[src/hw/rtl/utf8_byte_stream_decoder_unit_assert.svh]
// Assertion helpers for the UTF-8 decoder unit.
// Each macro expects clk and rst_n to be visible where it is used.
`ifndef UTF8_BYTE_STREAM_DECODER_UNIT_ASSERT_SVH
`define UTF8_BYTE_STREAM_DECODER_UNIT_ASSERT_SVH

// Same-cycle implication.
`define U8D_ASSERT_NOW(lbl, cond, prop, msg) \
  lbl: assert property (@(posedge clk) disable iff (!rst_n) (cond) |-> (prop)) \
    else $error(msg);

// Next-cycle implication.
`define U8D_ASSERT_NEXT(lbl, cond, prop, msg) \
  lbl: assert property (@(posedge clk) disable iff (!rst_n) (cond) |=> (prop)) \
    else $error(msg);

`endif

[src/hw/rtl/u8d_pkg.sv]
// ----------------------------------------------------------------------------
// u8d_pkg
// Shared widths, constants and types for the UTF-8 byte stream decoder.
// ----------------------------------------------------------------------------
`timescale 1ns / 1ps
`default_nettype none

package u8d_pkg;

  localparam int unsigned ByteW = 8;
  localparam int unsigned CpW   = 21;
  localparam int unsigned PendW = 2;

  localparam logic [CpW-1:0] CpMax        = 21'h1FFFFF;
  localparam logic [CpW-1:0] SurrogateLo  = 21'h00D800;
  localparam logic [CpW-1:0] SurrogateHi  = 21'h00DFFF;

  localparam logic [ByteW-1:0] LeadC0     = 8'hC0;
  localparam logic [ByteW-1:0] LeadC1     = 8'hC1;
  localparam logic [ByteW-1:0] LeadBadMin = 8'hF5;

  localparam logic [PendW-1:0] PendNone  = 2'd0;
  localparam logic [PendW-1:0] PendOne   = 2'd1;
  localparam logic [PendW-1:0] PendTwo   = 2'd2;
  localparam logic [PendW-1:0] PendThree = 2'd3;

  // Result of decoding one byte against the current sequence state.
  typedef struct packed {
    logic             emit;
    logic [CpW-1:0]   code_point;
    logic [PendW-1:0] pending_nxt;
    logic [CpW-1:0]   partial_nxt;
  } dec_res_t;

endpackage

`default_nettype wire

[src/hw/rtl/utf8_byte_stream_decoder_unit.sv]
// A byte passes the input register, then is decoded into the result register.
// Throughput: one byte per cycle while the result register is not stalled;
//   the one-byte decode step sets the rate.
// A byte that yields no code point occupies no output slot.
// Reset (rst_n low, synchronous): pipeline emptied, no sequence pending,
//   max_code_point back to 0x1FFFFF.
// ----------------------------------------------------------------------------
// utf8_byte_stream_decoder_unit
// Streaming UTF-8 decoder: bytes in, code points out.
// ----------------------------------------------------------------------------
`timescale 1ns / 1ps
`default_nettype none

module utf8_byte_stream_decoder_unit (
  input  wire logic                      clk,
  input  wire logic                      rst_n,
  input  wire logic                      in_valid,
  output      logic                      in_stall,
  input  wire logic [u8d_pkg::ByteW-1:0] in_byte_in,
  input  wire logic                      in_last_byte,
  output      logic                      out_valid,
  input  wire logic                      out_stall,
  output      logic [u8d_pkg::CpW-1:0]   out_code_point,
  input  wire logic                      cfg_valid,
  output      logic                      cfg_ready,
  input  wire logic [u8d_pkg::CpW-1:0]   cfg_max_code_point
);

  `include "utf8_byte_stream_decoder_unit_assert.svh"

  logic                      ib_valid_r;
  logic [u8d_pkg::ByteW-1:0] ib_byte_r;
  logic                      ib_last_r;
  logic [u8d_pkg::PendW-1:0] pending_r;
  logic [u8d_pkg::CpW-1:0]   partial_r;
  logic [u8d_pkg::CpW-1:0]   max_cp_r;
  logic                      out_valid_r;
  logic [u8d_pkg::CpW-1:0]   out_cp_r;
  logic                      fire;
  u8d_pkg::dec_res_t         dec;

  // decode whenever the result slot is free or draining this cycle
  assign fire      = ib_valid_r && (!out_valid_r || !out_stall);
  assign in_stall  = ib_valid_r && !fire;
  assign cfg_ready = 1'b1;

  assign out_valid      = out_valid_r;
  assign out_code_point = out_cp_r;

  u8d_decode u_decode (
    .byte_i   (ib_byte_r),
    .last_i   (ib_last_r),
    .pending_i(pending_r),
    .partial_i(partial_r),
    .max_cp_i (max_cp_r),
    .res_o    (dec)
  );

  always_ff @(posedge clk) begin
    if (!rst_n) begin
      ib_valid_r <= 1'b0;
    end else if (!in_stall) begin
      ib_valid_r <= in_valid;
    end
  end

  always_ff @(posedge clk) begin
    if (in_valid && !in_stall) begin
      ib_byte_r <= in_byte_in;
      ib_last_r <= in_last_byte;
    end
  end

  always_ff @(posedge clk) begin
    if (!rst_n) begin
      pending_r <= u8d_pkg::PendNone;
      partial_r <= '0;
    end else if (fire) begin
      pending_r <= dec.pending_nxt;
      partial_r <= dec.partial_nxt;
    end
  end

  always_ff @(posedge clk) begin
    if (!rst_n) begin
      max_cp_r <= u8d_pkg::CpMax;
    end else if (cfg_valid && cfg_ready) begin
      max_cp_r <= cfg_max_code_point;
    end
  end

  always_ff @(posedge clk) begin
    if (!rst_n) begin
      out_valid_r <= 1'b0;
    end else if (fire) begin
      out_valid_r <= dec.emit;
    end else if (!out_stall) begin
      out_valid_r <= 1'b0;
    end
  end

  always_ff @(posedge clk) begin
    if (fire && dec.emit) begin
      out_cp_r <= dec.code_point;
    end
  end

  `U8D_ASSERT_NEXT(a_last_clears, fire && ib_last_r,
    (pending_r == u8d_pkg::PendNone) && (partial_r == '0),
    "sequence state not cleared after last byte")

  `U8D_ASSERT_NOW(a_no_surrogate, out_valid_r,
    (out_cp_r < u8d_pkg::SurrogateLo) || (out_cp_r > u8d_pkg::SurrogateHi),
    "surrogate value presented on output")

  `U8D_ASSERT_NEXT(a_emit_lands, fire && dec.emit,
    out_valid_r,
    "decoded code point did not reach the result register")

  `U8D_ASSERT_NOW(a_stall_only_full, in_stall,
    ib_valid_r && out_valid_r && out_stall,
    "input stalled without a blocked result")

endmodule

`default_nettype wire

[src/hw/rtl/u8d_decode.sv]
// ----------------------------------------------------------------------------
// u8d_decode
// Single-byte decode step: next sequence state and optional code point.
// ----------------------------------------------------------------------------
`timescale 1ns / 1ps
`default_nettype none

module u8d_decode (
  input  wire logic [u8d_pkg::ByteW-1:0] byte_i,
  input  wire logic                      last_i,
  input  wire logic [u8d_pkg::PendW-1:0] pending_i,
  input  wire logic [u8d_pkg::CpW-1:0]   partial_i,
  input  wire logic [u8d_pkg::CpW-1:0]   max_cp_i,
  output u8d_pkg::dec_res_t              res_o
);

  logic [u8d_pkg::CpW-1:0]   cont_val;
  logic [u8d_pkg::PendW-1:0] cont_pend;
  logic                      cont_ok;

  assign cont_val  = {partial_i[u8d_pkg::CpW-7:0], byte_i[5:0]};
  assign cont_pend = pending_i - u8d_pkg::PendOne;
  assign cont_ok   = (cont_pend == u8d_pkg::PendNone)
                   && ((cont_val < u8d_pkg::SurrogateLo) || (cont_val > u8d_pkg::SurrogateHi))
                   && (cont_val <= max_cp_i);

  always_comb begin
    res_o.emit        = 1'b0;
    res_o.code_point  = {{(u8d_pkg::CpW-u8d_pkg::ByteW){1'b0}}, byte_i};
    res_o.pending_nxt = pending_i;
    res_o.partial_nxt = partial_i;

    if (byte_i == '0) begin
      res_o.pending_nxt = u8d_pkg::PendNone;
    end else if (!byte_i[7]) begin
      res_o.pending_nxt = u8d_pkg::PendNone;
      res_o.emit        = 1'b1;
    end else if (byte_i[7:6] == 2'b10) begin
      // stray continuation leaves state untouched
      if (pending_i != u8d_pkg::PendNone) begin
        res_o.partial_nxt = cont_val;
        res_o.pending_nxt = cont_pend;
        res_o.code_point  = cont_val;
        res_o.emit        = cont_ok;
      end
    end else if ((byte_i == u8d_pkg::LeadC0) || (byte_i == u8d_pkg::LeadC1)
                 || (byte_i >= u8d_pkg::LeadBadMin)) begin
      res_o.pending_nxt = u8d_pkg::PendNone;
    end else if (byte_i[7:5] == 3'b110) begin
      res_o.pending_nxt = u8d_pkg::PendOne;
      res_o.partial_nxt = {{(u8d_pkg::CpW-5){1'b0}}, byte_i[4:0]};
    end else if (byte_i[7:4] == 4'b1110) begin
      res_o.pending_nxt = u8d_pkg::PendTwo;
      res_o.partial_nxt = {{(u8d_pkg::CpW-4){1'b0}}, byte_i[3:0]};
    end else begin
      res_o.pending_nxt = u8d_pkg::PendThree;
      res_o.partial_nxt = {{(u8d_pkg::CpW-3){1'b0}}, byte_i[2:0]};
    end

    // end of string: drop whatever is pending
    if (last_i) begin
      res_o.pending_nxt = u8d_pkg::PendNone;
      res_o.partial_nxt = '0;
    end
  end

endmodule

`default_nettype wire
[config.mk]
export PLATFORM = sky130hd
export DESIGN_NAME = utf8_byte_stream_decoder_unit
export DESIGN_NICKNAME = d
export VERILOG_FILES = /design/src/hw/rtl/u8d_pkg.sv /design/src/hw/rtl/utf8_byte_stream_decoder_unit.sv /design/src/hw/rtl/u8d_decode.sv
export VERILOG_INCLUDE_DIRS = /design/src /design/src/hw/rtl
export SDC_FILE = /design/constraint.sdc
export NUM_CORES = 1
export LEC_CHECK = 0
export ABC_AREA = 1
export BUFFER_PORTS_ARGS = -buffer_cell sky130_fd_sc_hd__buf_2
export CAP_MARGIN = 20
export CORE_AREA = 2 2 103 105
export DETAILED_ROUTE_END_ITERATION = 10
export DIE_AREA = 0 0 105 107
export GPL_ROUTABILITY_DRIVEN = 0
export HOLD_SLACK_MARGIN = 0.02
export PLACE_DENSITY = 0.65
export SETUP_SLACK_MARGIN = 0.15
export SYNTH_ARGS = -nofsm -noshare
export SYNTH_HDL_FRONTEND = slang
export SYNTH_SLANG_ARGS = --single-unit
[constraint.sdc]
create_clock -name clk -period 3.1 [get_ports clk]
set_input_delay 0.155 -clock clk [delete_from_list [all_inputs] [get_ports clk]]
set_output_delay 0.155 -clock clk [all_outputs]
set_load 0.03 [all_outputs]
==> results.py <==
metrics = {
    "routing": {
        "vias": 2806,
        "first_iter_violations": 134,
        "drt-total-wl_mm": 7.74,
        "drc": 0,
        "viasPerCell": 4.66,
        "firstDrtPassIters": 4,
        "drt-wirelength-per-cell_um": 12.9,
        "ant_nets": 0,
    },
    "final_layout": {
        "final_area_um2": 4140,
        "drive_gt1_share_pct": 24.5,
        "antennaDiodeCount": 0,
        "regArea_um2": 1700,
        "final_cells": 602,
        "n_fill_cell": 1068,
        "multi_input_area_um2": 1450,
        "syn_to_final_growth_pct": 20.4,
        "nets": 517,
    },
    "floorplanning": {
        "die_w_um": 105,
        "fp.coreArea_um2": 10100,
        "die_area_um2": 11200,
        "io_pins": 59,
        "dieHeight_um": 107,
        "initial_core_util_pct": 34.1,
        "rows": 37,
    },
    "pwr": {
        "power_leakage_nw": 1.84,
        "ir_drop_v": 0.000160,
        "powerDensity_nw_per_um2": 456,
    },
    "sta": {
        "max_slew.worst_pin.slew_ns": 0.692,
        "fmax_mhz": 462,
        "tns_ns": 0,
        "final-setup-viol-count": 0,
        "slew_violations": 0,
        "rsz0062_at_grt": "no",
        "hold_viol_final": 0,
        "clock_skew_ns": 0.0119,
        "post-route-period-util_pct": 69.8,
        "maxSlewHeadroom_pct": 53.6,
        "fin_crit_ns": 2.17,
    },
    "job": {
        "max-cap-violations": 0,
    },
    "worst_setup_path": {
        "crit_path_frequent_cell": "nand2_1",
        "slowest_stage": "edfxtp_1",
        "slowest_delay_ns": 0.49,
        "crit_buf_inv": 2,
        "critPathMaxFanout": 21,
        "crit_type": "reg -> reg",
        "end_kind": "register",
        "start_kind": "register",
        "required_ns": 3.12,
        "cp.arrival_ns": 2.18,
        "path_cells": "ha_1 > a21oi_1 > nand3_1 > nand2_1 > nand3_1 > nand2_1 > nand2_1 > nand2_1 > nand2_1 > inv_1 > buf_4",
        "path_delay_family": "simple AND/OR/NAND/NOR gates",
    },
    "global_route": {
        "grt_start_max_net_pins": 43,
        "grt_pass1_wl_mm": 12.6,
        "grt_overflow": 0,
        "grt_use_met2_pct": 24.2,
        "gr-usage-met1_pct": 17.0,
        "antenna_found_initial": 0,
        "grt_usage_pct": 14.3,
        "grt_pass1_vias": 2674,
        "busiest_layer": "met2",
        "use_met3_pct": 2.98,
    },
    "clocking": {
        "clk_pin_slew_worst_paths_ns": 0.08,
        "clock_path_buffers": 2,
        "root_buffer": "clkbuf_8",
        "clkLatencyLatePin_ns": 0.35,
        "cts_buffers": 9,
        "cts_max_level": 3,
        "cts.sinks": 70,
        "post_cts_buffers": 0,
        "cts_tree": "done",
    },
    "synth": {
        "syn_nets": 444,
        "syn_inst": 388,
        "syn_avg_cell_area_um2": 8.86,
        "synth-main-ff-cell": "dfxtp_1",
        "ys_async_sr_fraction_pct": 0,
        "ys_types": 33,
        "synth-edff-count": 30,
        "ys_ff_latch": 70,
        "syn-cell-area_um2": 3440,
        "seq_area_frac_synth_pct": 49.5,
        "synthTopCellsByArea": "edfxtp_1 (26%), dfxtp_1 (23%), ha_1 (7.6%)",
        "yosys_warnings": 0,
        "yosysTopAreaCell": "edfxtp_1",
        "synth_top_cell_area_share_pct": 26.2,
    },
    "placed_design": {
        "port_buffers": 57,
        "placed_area_um2": 3820,
        "dp_hpwl_mm": 5.71,
        "dp.cells": 571,
    },
    "min_path": {
        "hold_class": "in -> reg",
    },
    "run_status": {
        "status": "completed",
    },
}
[cells in the mapped netlist, drive strengths merged (2+ instances only)]
| cell | instances |
|---|---|
| nand2 | 74 |
| nand4 | 4 |
| inv | 49 |
| o21ai | 27 |
| nand3 | 18 |
| nor2 | 39 |
| buf | 8 |
| nor3 | 9 |
| ha | 21 |
| clkinv | 2 |
| and3 | 5 |
| nor4 | 2 |
| edfxtp | 30 |
| clkbuf | 5 |
| a21oi | 51 |
| dfxtp | 40 |
[what timing repair did]
| action | 4_1_cts | 5_1_grt |
|---|---|---|
| setup endpoints to repair | 0 | 0 |
| hold endpoints to repair | 15 | 0 |
| gates resized for setup | 0 | 0 |
| hold buffers | 15 | 0 |
[metal layers]
layer / up-vias / wire (um)
met5: - / 0
met4: 0 / 220
met3: 19 / 427
met2: 78 / 3660
met1: 1268 / 3430
li1: 1441 / -
[cell usage in the layout (no fill, tap or decap), drive strengths merged]
master       instances
clkbuf              10
o21ai               27
ha                  21
nor3                 9
a21oi               51
nand4                4
nor4                 2
edfxtp              30
dlygate4sd3         15
and3                 5
a31o                 1
nand2               74
inv                 49
clkinv               5
nor2                39
clkinvlp             3
buf                 60
nand3               18
conb                 1
a21o                 1
or2                  1
dfxtp               40
[state kept, by name, indices dropped and copies added (netlist names)]
signal          cells
max_cp_r           21
out_code_point     21
partial_r          15
ib_byte_r           8
pending_r           2
ib_last_r           1
ib_valid_r          1
out_valid           1
[final timing paths]
path,start,end,slack [ns],depth (start not counted)
setup reg to reg,ib_byte_r[4],out_code_point[7],0.93,11
setup / recovery,ib_byte_r[4],out_code_point[7],0.93,11
hold / removal,cfg_max_code_point[17],max_cp_r[17],0.03,3
hold reg to reg,max_cp_r[14],max_cp_r[14],0.47,2
[power breakdown]
group	total, mW	internal (mW)	switching, mW
Clock	0.635	0.286	0.349
Combinational	0.227	0.0828	0.144
Sequential	1.03	1.00	0.0269
[worst register-to-register path, cell delays in order (launching register included)]
cell and delay, ns:
edfxtp_1 0.49, ha_1 0.37, a21oi_1 0.15, nand3_1 0.12, nand2_1 0.08, nand3_1 0.07, nand2_1 0.06, nand2_1 0.05
nand2_1 0.06, nand2_1 0.06, inv_1 0.05, buf_4 0.28
[cell families (layout without fill, tap and decap cells)]
family                   after synthesis  count (layout)  synth area share [%]
buffers and inverters                 64             142                  8.37
AND/OR/NAND/NOR                      152             152                  21.2
flip-flops                            70              70                  49.5
other                                  1               1                 0.109
AO/OA/AOI/OAI                         80              80                  13.2
adder cells (fa/ha/maj)               21              21                  7.64
[cell type report]
cell class / count / area share (%)
clock buffer: 10 / 3.08
clock inverter: 6 / 0.937
inverter: 51 / 4.68
multi-input combinational: 254 / 35.0
sequential: 70 / 41.1
tap: 136 / 4.11
timing repair buffer: 75 / 11.1
[through the flow]
stage          utilization, %  hold slack [ns]  setup slack [ns]  total power [mW]
6_report                 41.0           0.0264             0.935              1.89
5_1_grt                  41.0           0.0244             0.755              1.97
4_1_cts                  41.0           0.0204             0.924              1.90
3_5_place_dp             37.9            0.335             0.953              1.26
3_3_place_gp             37.9            0.332             0.967              1.26
2_1_floorplan               -            0.254              1.03              1.20
Power figures use the tool's default switching activity.
